==> src/hw/rtl/rrsp_pkg.sv <==
// Shared types, constants and helpers for the request stream parser.
`timescale 1ns / 1ps

package rrsp_pkg;

  // Widest decimal number accepted in a count or length header.
  localparam int COUNT_BITS = 32;
  localparam int ACC_W      = COUNT_BITS + 4;

  // Framing characters.
  localparam logic [7:0] CH_STAR   = 8'h2A;
  localparam logic [7:0] CH_DOLLAR = 8'h24;
  localparam logic [7:0] CH_CR     = 8'h0D;
  localparam logic [7:0] CH_LF     = 8'h0A;
  localparam logic [7:0] CH_ZERO   = 8'h30;
  localparam logic [7:0] CH_NINE   = 8'h39;

  // Parser phase, one-hot.
  typedef enum logic [11:0] {
    PH_STAR      = 12'b0000_0000_0001,
    PH_CNT_FIRST = 12'b0000_0000_0010,
    PH_CNT_DIG   = 12'b0000_0000_0100,
    PH_CNT_LF    = 12'b0000_0000_1000,
    PH_DOLLAR    = 12'b0000_0001_0000,
    PH_LEN_FIRST = 12'b0000_0010_0000,
    PH_LEN_DIG   = 12'b0000_0100_0000,
    PH_LEN_LF    = 12'b0000_1000_0000,
    PH_PAYLOAD   = 12'b0001_0000_0000,
    PH_TRAIL_CR  = 12'b0010_0000_0000,
    PH_TRAIL_LF  = 12'b0100_0000_0000,
    PH_ERROR     = 12'b1000_0000_0000
  } phase_t;

  // Sticky error codes.
  typedef enum logic [2:0] {
    ERR_NONE   = 3'd0,
    ERR_PREFIX = 3'd1,
    ERR_NUMBER = 3'd2,
    ERR_CRLF   = 3'd3,
    ERR_ZERO   = 3'd4
  } err_t;

  // Architectural parser state.
  typedef struct packed {
    phase_t                  phase;
    logic [COUNT_BITS-1:0]   accum;
    logic [COUNT_BITS-1:0]   args_left;
    logic [COUNT_BITS-1:0]   cur_arg;
    logic [COUNT_BITS-1:0]   payload_left;
    err_t                    err;
  } state_t;

  // One result item.
  typedef struct packed {
    logic [7:0]  byte_out;
    logic        is_payload;
    logic [31:0] arg_index;
    logic        command_begin;
    logic [31:0] arg_count;
    logic        arg_begin;
    logic [31:0] arg_length;
    logic        arg_end;
    logic        command_done;
    logic        error_flag;
    err_t        error_code;
  } result_t;

  // Low 32 bits of a header-width value, zero-extended when narrower.
  function automatic logic [31:0] low32(logic [COUNT_BITS-1:0] v);
    logic [COUNT_BITS+31:0] w;
    w = {32'b0, v};
    return w[31:0];
  endfunction

endpackage

==> src/hw/rtl/rrsp_if.sv <==
// Valid/ready stream interfaces for the parser's input bytes and results.
`timescale 1ns / 1ps

interface rrsp_in_if;
  logic       valid;
  logic       ready;
  logic [7:0] byte_in;

  modport source (output valid, output byte_in, input ready);
  modport sink   (input valid, input byte_in, output ready);
endinterface

interface rrsp_out_if;
  logic        valid;
  logic        ready;
  logic [7:0]  byte_out;
  logic        is_payload;
  logic [31:0] arg_index;
  logic        command_begin;
  logic [31:0] arg_count;
  logic        arg_begin;
  logic [31:0] arg_length;
  logic        arg_end;
  logic        command_done;
  logic        error_flag;
  logic [2:0]  error_code;

  modport source (
    output valid, output byte_out, output is_payload, output arg_index,
    output command_begin, output arg_count, output arg_begin, output arg_length,
    output arg_end, output command_done, output error_flag, output error_code,
    input ready
  );
  modport sink (
    input valid, input byte_out, input is_payload, input arg_index,
    input command_begin, input arg_count, input arg_begin, input arg_length,
    input arg_end, input command_done, input error_flag, input error_code,
    output ready
  );
endinterface

==> src/hw/rtl/rrsp_step.sv <==
// Combinational next-state and result logic for one request byte.
`timescale 1ns / 1ps

module rrsp_step (
  input  rrsp_pkg::state_t  cur,
  input  logic [7:0]        byte_in,
  output rrsp_pkg::state_t  nxt,
  output rrsp_pkg::result_t res
);

  logic                           digit;
  logic [3:0]                     dval;
  logic [rrsp_pkg::ACC_W-1:0]     ext;
  logic [rrsp_pkg::ACC_W-1:0]     prod;
  logic                           ovf;
  logic [rrsp_pkg::COUNT_BITS-1:0] acc_new;

  // Decimal accumulate: accum * 10 + digit, built from two shifts.
  always_comb begin
    digit   = (byte_in >= rrsp_pkg::CH_ZERO) && (byte_in <= rrsp_pkg::CH_NINE);
    dval    = 4'(byte_in - rrsp_pkg::CH_ZERO);
    ext     = {4'b0, cur.accum};
    prod    = (ext << 3) + (ext << 1) + rrsp_pkg::ACC_W'(dval);
    ovf     = |prod[rrsp_pkg::ACC_W-1:rrsp_pkg::COUNT_BITS];
    acc_new = prod[rrsp_pkg::COUNT_BITS-1:0];
  end

  // Phase transitions and per-byte markers.
  always_comb begin
    nxt = cur;
    res = '0;
    res.byte_out  = byte_in;
    res.arg_index = rrsp_pkg::low32(cur.cur_arg);

    unique case (cur.phase) inside
      rrsp_pkg::PH_STAR: begin
        if (byte_in == rrsp_pkg::CH_STAR) begin
          nxt.accum = '0;
          nxt.phase = rrsp_pkg::PH_CNT_FIRST;
        end else begin
          nxt.err   = rrsp_pkg::ERR_PREFIX;
          nxt.phase = rrsp_pkg::PH_ERROR;
        end
      end
      rrsp_pkg::PH_DOLLAR: begin
        if (byte_in == rrsp_pkg::CH_DOLLAR) begin
          nxt.accum = '0;
          nxt.phase = rrsp_pkg::PH_LEN_FIRST;
        end else begin
          nxt.err   = rrsp_pkg::ERR_PREFIX;
          nxt.phase = rrsp_pkg::PH_ERROR;
        end
      end
      rrsp_pkg::PH_CNT_FIRST, rrsp_pkg::PH_LEN_FIRST: begin
        if (!digit || ovf) begin
          nxt.err   = rrsp_pkg::ERR_NUMBER;
          nxt.phase = rrsp_pkg::PH_ERROR;
        end else begin
          nxt.accum = acc_new;
          nxt.phase = (cur.phase == rrsp_pkg::PH_CNT_FIRST) ?
                      rrsp_pkg::PH_CNT_DIG : rrsp_pkg::PH_LEN_DIG;
        end
      end
      rrsp_pkg::PH_CNT_DIG, rrsp_pkg::PH_LEN_DIG: begin
        if (digit) begin
          if (ovf) begin
            nxt.err   = rrsp_pkg::ERR_NUMBER;
            nxt.phase = rrsp_pkg::PH_ERROR;
          end else begin
            nxt.accum = acc_new;
          end
        end else if (byte_in == rrsp_pkg::CH_CR) begin
          nxt.phase = (cur.phase == rrsp_pkg::PH_CNT_DIG) ?
                      rrsp_pkg::PH_CNT_LF : rrsp_pkg::PH_LEN_LF;
        end else begin
          nxt.err   = rrsp_pkg::ERR_CRLF;
          nxt.phase = rrsp_pkg::PH_ERROR;
        end
      end
      rrsp_pkg::PH_CNT_LF: begin
        if (byte_in != rrsp_pkg::CH_LF) begin
          nxt.err   = rrsp_pkg::ERR_CRLF;
          nxt.phase = rrsp_pkg::PH_ERROR;
        end else if (cur.accum == '0) begin
          nxt.err   = rrsp_pkg::ERR_ZERO;
          nxt.phase = rrsp_pkg::PH_ERROR;
        end else begin
          res.command_begin = 1'b1;
          res.arg_count     = rrsp_pkg::low32(cur.accum);
          nxt.args_left     = cur.accum;
          nxt.cur_arg       = '0;
          nxt.phase         = rrsp_pkg::PH_DOLLAR;
        end
      end
      rrsp_pkg::PH_LEN_LF: begin
        if (byte_in != rrsp_pkg::CH_LF) begin
          nxt.err   = rrsp_pkg::ERR_CRLF;
          nxt.phase = rrsp_pkg::PH_ERROR;
        end else begin
          res.arg_begin    = 1'b1;
          res.arg_length   = rrsp_pkg::low32(cur.accum);
          nxt.payload_left = cur.accum;
          nxt.phase        = (cur.accum != '0) ?
                             rrsp_pkg::PH_PAYLOAD : rrsp_pkg::PH_TRAIL_CR;
        end
      end
      rrsp_pkg::PH_PAYLOAD: begin
        res.is_payload   = 1'b1;
        nxt.payload_left = cur.payload_left - 1'b1;
        if (cur.payload_left == rrsp_pkg::COUNT_BITS'(1)) begin
          nxt.phase = rrsp_pkg::PH_TRAIL_CR;
        end
      end
      rrsp_pkg::PH_TRAIL_CR: begin
        if (byte_in == rrsp_pkg::CH_CR) begin
          nxt.phase = rrsp_pkg::PH_TRAIL_LF;
        end else begin
          nxt.err   = rrsp_pkg::ERR_CRLF;
          nxt.phase = rrsp_pkg::PH_ERROR;
        end
      end
      rrsp_pkg::PH_TRAIL_LF: begin
        if (byte_in != rrsp_pkg::CH_LF) begin
          nxt.err   = rrsp_pkg::ERR_CRLF;
          nxt.phase = rrsp_pkg::PH_ERROR;
        end else begin
          res.arg_end   = 1'b1;
          nxt.args_left = cur.args_left - 1'b1;
          if (cur.args_left == rrsp_pkg::COUNT_BITS'(1)) begin
            res.command_done = 1'b1;
            nxt.cur_arg      = '0;
            nxt.phase        = rrsp_pkg::PH_STAR;
          end else begin
            nxt.cur_arg = cur.cur_arg + 1'b1;
            nxt.phase   = rrsp_pkg::PH_DOLLAR;
          end
        end
      end
      rrsp_pkg::PH_ERROR: begin
        nxt.phase = rrsp_pkg::PH_ERROR;
      end
      default: begin
        nxt.phase = rrsp_pkg::PH_ERROR;
      end
    endcase

    // On and after an error, a byte gives only its echo, the flag and code.
    if (nxt.phase == rrsp_pkg::PH_ERROR) begin
      res.arg_index  = '0;
      res.error_flag = 1'b1;
    end
    res.error_code = nxt.err;
  end

endmodule

==> src/hw/rtl/resp_request_stream_parser_unit.sv <==
// Top level of the request stream parser: state register, step logic, result register.
`timescale 1ns / 1ps

// Deframes a request stream of '*'-count commands with '$'-length arguments, one byte
// per transfer, and returns one result per byte: the byte echoed, payload marking with
// the argument index, the decoded count and length on the LF closing each header, and
// argument-end and command-done markers. The block accepts one byte every cycle unless
// the result side stalls; the result appears in the cycle after its byte is taken and
// sits in a single result register, so a new byte is taken whenever that register is
// empty or being drained in the same cycle. Header numbers up to 32 bits are decoded.
// The first framing error is latched and reported on every later byte until reset.

module resp_request_stream_parser_unit (
  input  logic       clk,
  input  logic       rst_n,
  rrsp_in_if.sink    in_stream,
  rrsp_out_if.source out_stream
);

  rrsp_pkg::state_t  state_r;
  rrsp_pkg::state_t  state_nxt;
  rrsp_pkg::result_t res_nxt;
  rrsp_pkg::result_t res_r;
  logic              out_valid_r;
  logic              in_xfer;

  // A byte is taken when the result register is free or drains this cycle.
  assign in_stream.ready = !out_valid_r || out_stream.ready;
  assign in_xfer         = in_stream.valid && in_stream.ready;

  rrsp_step u_step (
    .cur     (state_r),
    .byte_in (in_stream.byte_in),
    .nxt     (state_nxt),
    .res     (res_nxt)
  );

  // Parser state advances on every input transfer.
  always_ff @(posedge clk) begin
    if (!rst_n) begin
      state_r.phase        <= rrsp_pkg::PH_STAR;
      state_r.accum        <= '0;
      state_r.args_left    <= '0;
      state_r.cur_arg      <= '0;
      state_r.payload_left <= '0;
      state_r.err          <= rrsp_pkg::ERR_NONE;
    end else if (in_xfer) begin
      state_r <= state_nxt;
    end
  end

  // Result register and its valid flag.
  always_ff @(posedge clk) begin
    if (!rst_n) begin
      out_valid_r <= 1'b0;
    end else if (in_xfer) begin
      out_valid_r <= 1'b1;
    end else if (out_stream.ready) begin
      out_valid_r <= 1'b0;
    end
  end

  always_ff @(posedge clk) begin
    if (in_xfer) begin
      res_r <= res_nxt;
    end
  end

  assign out_stream.valid         = out_valid_r;
  assign out_stream.byte_out      = res_r.byte_out;
  assign out_stream.is_payload    = res_r.is_payload;
  assign out_stream.arg_index     = res_r.arg_index;
  assign out_stream.command_begin = res_r.command_begin;
  assign out_stream.arg_count     = res_r.arg_count;
  assign out_stream.arg_begin     = res_r.arg_begin;
  assign out_stream.arg_length    = res_r.arg_length;
  assign out_stream.arg_end       = res_r.arg_end;
  assign out_stream.command_done  = res_r.command_done;
  assign out_stream.error_flag    = res_r.error_flag;
  assign out_stream.error_code    = res_r.error_code;

  // The error state is never left without a reset.
  a_error_sticky: assert property (@(posedge clk) disable iff (!rst_n)
    state_r.phase == rrsp_pkg::PH_ERROR |=> state_r.phase == rrsp_pkg::PH_ERROR)
    else $error("parser left the error state");

  // A command never begins with a zero argument count.
  a_count_nonzero: assert property (@(posedge clk) disable iff (!rst_n)
    out_valid_r && res_r.command_begin |-> res_r.arg_count != 32'd0)
    else $error("command_begin with zero count");

  // Payload bytes are never flagged as errors.
  a_payload_clean: assert property (@(posedge clk) disable iff (!rst_n)
    out_valid_r && res_r.is_payload |-> !res_r.error_flag)
    else $error("payload byte reported with error");

  // In the payload phase there is always at least one byte left.
  a_payload_left: assert property (@(posedge clk) disable iff (!rst_n)
    state_r.phase == rrsp_pkg::PH_PAYLOAD |-> state_r.payload_left != '0)
    else $error("payload phase with nothing left");

endmodule

==> src/flat_wrapper.sv <==
// flat-port wrapper written by rule: the top's interface ports become plain ports
module resp_request_stream_parser_unit_flat 
  (clk, rst_n, in_stream_valid, in_stream_byte_in, in_stream_ready, out_stream_valid, out_stream_byte_out, out_stream_is_payload, out_stream_arg_index, out_stream_command_begin, out_stream_arg_count, out_stream_arg_begin, out_stream_arg_length, out_stream_arg_end, out_stream_command_done, out_stream_error_flag, out_stream_error_code, out_stream_ready);
  rrsp_in_if in_stream_i ();
  rrsp_out_if out_stream_i ();
  input  logic clk;
  input  logic rst_n;
  input wire logic [$bits(in_stream_i.valid)-1:0] in_stream_valid;
  input wire logic [$bits(in_stream_i.byte_in)-1:0] in_stream_byte_in;
  output wire logic [$bits(in_stream_i.ready)-1:0] in_stream_ready;
  output wire logic [$bits(out_stream_i.valid)-1:0] out_stream_valid;
  output wire logic [$bits(out_stream_i.byte_out)-1:0] out_stream_byte_out;
  output wire logic [$bits(out_stream_i.is_payload)-1:0] out_stream_is_payload;
  output wire logic [$bits(out_stream_i.arg_index)-1:0] out_stream_arg_index;
  output wire logic [$bits(out_stream_i.command_begin)-1:0] out_stream_command_begin;
  output wire logic [$bits(out_stream_i.arg_count)-1:0] out_stream_arg_count;
  output wire logic [$bits(out_stream_i.arg_begin)-1:0] out_stream_arg_begin;
  output wire logic [$bits(out_stream_i.arg_length)-1:0] out_stream_arg_length;
  output wire logic [$bits(out_stream_i.arg_end)-1:0] out_stream_arg_end;
  output wire logic [$bits(out_stream_i.command_done)-1:0] out_stream_command_done;
  output wire logic [$bits(out_stream_i.error_flag)-1:0] out_stream_error_flag;
  output wire logic [$bits(out_stream_i.error_code)-1:0] out_stream_error_code;
  input wire logic [$bits(out_stream_i.ready)-1:0] out_stream_ready;
  assign in_stream_i.valid = in_stream_valid;
  assign in_stream_i.byte_in = in_stream_byte_in;
  assign in_stream_ready = in_stream_i.ready;
  assign out_stream_valid = out_stream_i.valid;
  assign out_stream_byte_out = out_stream_i.byte_out;
  assign out_stream_is_payload = out_stream_i.is_payload;
  assign out_stream_arg_index = out_stream_i.arg_index;
  assign out_stream_command_begin = out_stream_i.command_begin;
  assign out_stream_arg_count = out_stream_i.arg_count;
  assign out_stream_arg_begin = out_stream_i.arg_begin;
  assign out_stream_arg_length = out_stream_i.arg_length;
  assign out_stream_arg_end = out_stream_i.arg_end;
  assign out_stream_command_done = out_stream_i.command_done;
  assign out_stream_error_flag = out_stream_i.error_flag;
  assign out_stream_error_code = out_stream_i.error_code;
  assign out_stream_i.ready = out_stream_ready;
  resp_request_stream_parser_unit u_core (.clk(clk), .rst_n(rst_n), .in_stream(in_stream_i), .out_stream(out_stream_i));
endmodule
==> config.mk <==
export PLATFORM = sky130hd
export DESIGN_NAME = resp_request_stream_parser_unit_flat
export DESIGN_NICKNAME = d
export VERILOG_FILES = /design/src/hw/rtl/rrsp_pkg.sv /design/src/hw/rtl/rrsp_if.sv /design/src/hw/rtl/rrsp_step.sv /design/src/hw/rtl/resp_request_stream_parser_unit.sv /design/src/flat_wrapper.sv
export SDC_FILE = /design/constraint.sdc
export NUM_CORES = 1
export LEC_CHECK = 0
export BUFFER_PORTS_ARGS = -buffer_cell sky130_fd_sc_hd__clkbuf_2
export CORE_MARGIN = 3
export CORE_UTILIZATION = 60
export CTS_BUF_LIST = sky130_fd_sc_hd__clkbuf_16
export DETAILED_ROUTE_END_ITERATION = 8
export PLACE_DENSITY = 0.92
export SYNTH_ARGS = -nofsm -noshare
export SYNTH_HDL_FRONTEND = slang
export SYNTH_SLANG_ARGS = --single-unit
==> constraint.sdc <==
create_clock -name clk -period 6.3 [get_ports clk]
set_input_delay 0.63 -clock clk [delete_from_list [all_inputs] [get_ports clk]]
set_output_delay 0.63 -clock clk [all_outputs]
set_load 0.01 [all_outputs]
==> qor.txt <==
Yosys reg bits -> 257
Post-synth ARST share -> 0
Hold path depth -> 1
TritonCTS clock tree -> done
Die height -> 160 um
Clock Latency Late Sink -> 530 ps
Worst Reg-to-Reg Cells -> 13
Synth top cells by count -> 186 x nor2_1, 144 x dfxtp_1, 128 x o21ai_0
Peak supply drop -> 0.188 mV
Synthesized Nets -> 1667
Cells after Synth -> 1585
Post-route ant nets -> 0
CP Depth -> 13
Initial antenna violation count -> 0
Unique cell type count in the Yosys netlist -> 75
R2R Setup Slk -> 1560 ps
Worst Path Required -> 6520 ps
Post-synth top area cell -> edfxtp_1
# hold bufs at CTS -> 0
Most numerous cell in the Yosys netlist -> nor2_1
Area delta synth->final -> 11.9%
Core box area -> 23000 um^2
Buf+Inv Stages, Crit Path -> 2
Final Hold Fails -> 0
DRT Wirelength -> 38.9 mm
Met3 WL -> 3.95 mm
Final cell count without fillers -> 2002
DR vias/cell -> 6.44
PostCTS Resize Cnt -> 0
Num CTS Buffers -> 26
Util after Layout -> 0.694
Critical path class -> reg -> reg
Slowest-stage cell, CP -> a21o_1
Root buffer cell -> clkbuf_16
Diode count -> 0
Setup TNS -> 0 ps
Setup bufs post-CTS -> 0
First-pass GRT wire length -> 62.8 mm
Synth Area per Inst -> 8.99 um^2
DR WL met2 -> 18.3 mm
Vias in the first global route -> 12384
P per Cell Area -> 225 nW/um^2
Crit end category -> flop
Seq/Total Area, Yosys -> 0.440
WHS Endpoint -> u_core.out_stream.byte_out[7]
Hold path startpoint -> in_stream_byte_in[7]
Dpl ws -> 1410 ps
Overall power -> 0.00358 W
Fmax -> 211 MHz
Highest metal used -> met4
M1 WL -> 15.0 mm
Total of max-cap violations -> 0
DR pass1 iterations -> 8
Worst slew pin tran -> 1230 ps
Global route overflow -> 0
P_leak -> 6.37 nW
Worst hold path type -> in -> reg
Layout cell share with drive strength beyond 1 -> 0.126
HPWL Detailed -> 26.3 mm
Initial DRC Count -> 1308
Htree depth -> 1
Setup violators final -> 0
DR WL/cell -> 19.4 um
Placed Cells -> 1954
Tcrit/Tclk final -> 0.753
Status -> complete, no violations
Rel. slew slack -> 0.178
Synth Flop Type -> dfxtp_1
EDFF count, synth -> 113
Die area -> 25600 um^2
Vias -> 12888
CP startpoint kind -> flop
RSZ-0062 raised after global routing -> no
CTS clk-pin slew, worst paths -> 70 ps
Crit Path Max Fanout -> 33
FF-to-FF Start -> u_core.state_r[99]
# port buffers -> 126
DRC viols -> 0
Nets -> 1751
Clock Path Buffers -> 3
Num rows -> 55
Final worst setup slack -> 1560 ps
R2R Path End -> u_core.out_stream.arg_index[2]
CP Cell Sequence -> inv_1 -> fa_1 -> inv_1 -> fa_1 -> a21o_1 -> a31o_2 -> and2_1 -> a221oi_1 -> a31oi_1 -> o21ai_0 -> nand4bb_2 -> a21o_1 -> nor2_1
Largest net degree at the start of global routing -> 85
Area share of the largest cell type after synthesis -> 0.238
Initial core utilization -> 0.620
Clock Sinks -> 257
I/O Pins -> 127
Arrival @ worst endpoint -> 4960 ps
Clock skew -> 18.5 ps
Final min period -> 4740 ps
GP Congestion -> 1.00
Pins Over Slew Limit -> 0
Synth area leaders -> edfxtp_1 24%, dfxtp_1 20%, ha_1 6.0%
Largest stage delay, worst path -> 860 ps
Family with the most delay on the worst path -> compound AO/OA/AOI/OAI gates
Synth warnings -> 0
Die extent in x -> 160 um
GRT Total Usage -> 0.293
Synth Cell Area -> 14300 um^2
==> worst max-delay path by stage <==
| stage | from | end | slack [ps] |
|---|---|---|---|
| floorplan | out_stream_ready | u_core.state_r[140] | 1210 |
| global placement | in_stream_byte_in[3] | u_core.out_stream.arg_index[30] | 1630 |
| detailed placement | in_stream_byte_in[3] | u_core.out_stream.arg_index[2] | 1410 |
| CTS | u_core.state_r[99] | u_core.out_stream.arg_index[2] | 1640 |
| global route | u_core.state_r[99] | u_core.out_stream.arg_index[16] | 1360 |
| finish | u_core.state_r[99] | u_core.out_stream.arg_index[2] | 1560 |
==> state kept, by name, indices dropped and copies added, names as in the netlist <==
signal                           count
u_core.out_stream.arg_index         32
u_core.out_stream.arg_length        32
u_core.out_stream.arg_count         32
u_core.out_stream.byte_out           8
u_core.out_stream.is_payload         1
u_core.out_stream.command_begin      1
u_core.out_stream.arg_end            1
u_core.out_stream.valid              1
u_core.out_stream.command_done       1
u_core.out_stream.arg_begin          1
u_core.out_stream.error_flag         1
u_core.state_r                     143
u_core.out_stream.error_code         3
==> final cells by class <==
class,count,area (um^2)
clock inverters,21,205
fillers,1679,7040
flip-flops and latches,257,6280
inverters,64,243
well taps,313,392
multi-input cells,1178,7400
clock buffers,27,676
repair buffers,142,751
==> layer usage <==
layer	global-route usage	up-vias
li1	-	5984
met1	0.373	6054
met2	0.490	706
met3	0.0527	144
met4	0.123	0
met5	0	-
==> cells by family after synthesis <==
kind of cell               after synthesis  share of synthesized area
adders and majority gates               70                     0.0625
muxes                                    3                    0.00211
DFF                                    257                      0.440
and+or+nand+nor                        631                      0.228
xor gates and xnor gates                56                     0.0344
AOI/OAI and AO/OA                      418                      0.191
buffers and inverters                  150                     0.0415
==> where the power goes <==
group	internal [W]	switching, W
Sequential	0.00178	0.0000163
Combinational	0.0000585	0.000140
Clock	0.000941	0.000649
Total	0.00278	0.000805
==> worst reg2reg max path, delay by kind of cell, from the launching register on <==
family | cells | cell delay (ps)
buffers and inverters | 2 | 240
adder cells (fa/ha/maj) | 2 | 1000
flip-flops | 1 | 500
AO/OA/AOI/OAI | 6 | 2110
AND/OR/NAND/NOR | 3 | 590
==> per-stage QoR <==
step / hold WS [ps] / instance area (um^2)
6_report: 314 / 15900
5_1_grt: 305 / 15900
4_1_cts: 299 / 15900
3_5_place_dp: 451 / 15100
3_3_place_gp: 438 / 15100
2_1_floorplan: 431 / 14300
==> layout by cell type (no fill, tap or decap), types with 18 or more instances in the layout <==
master,n
dfxtp_1,144
ha_1,68
xnor2_1,40
nand2_1,105
nand3_1,45
inv_1,65
nor4_1,36
o21ai_0,127
a32o_1,32
and2_1,92
a21oi_1,96
or3_1,18
clkbuf_16,27
nor3_1,45
edfxtp_1,113
nand4_1,21
a31oi_1,25
clkbuf_2,125
nor2_1,186
Power figures use the tool's default switching activity.
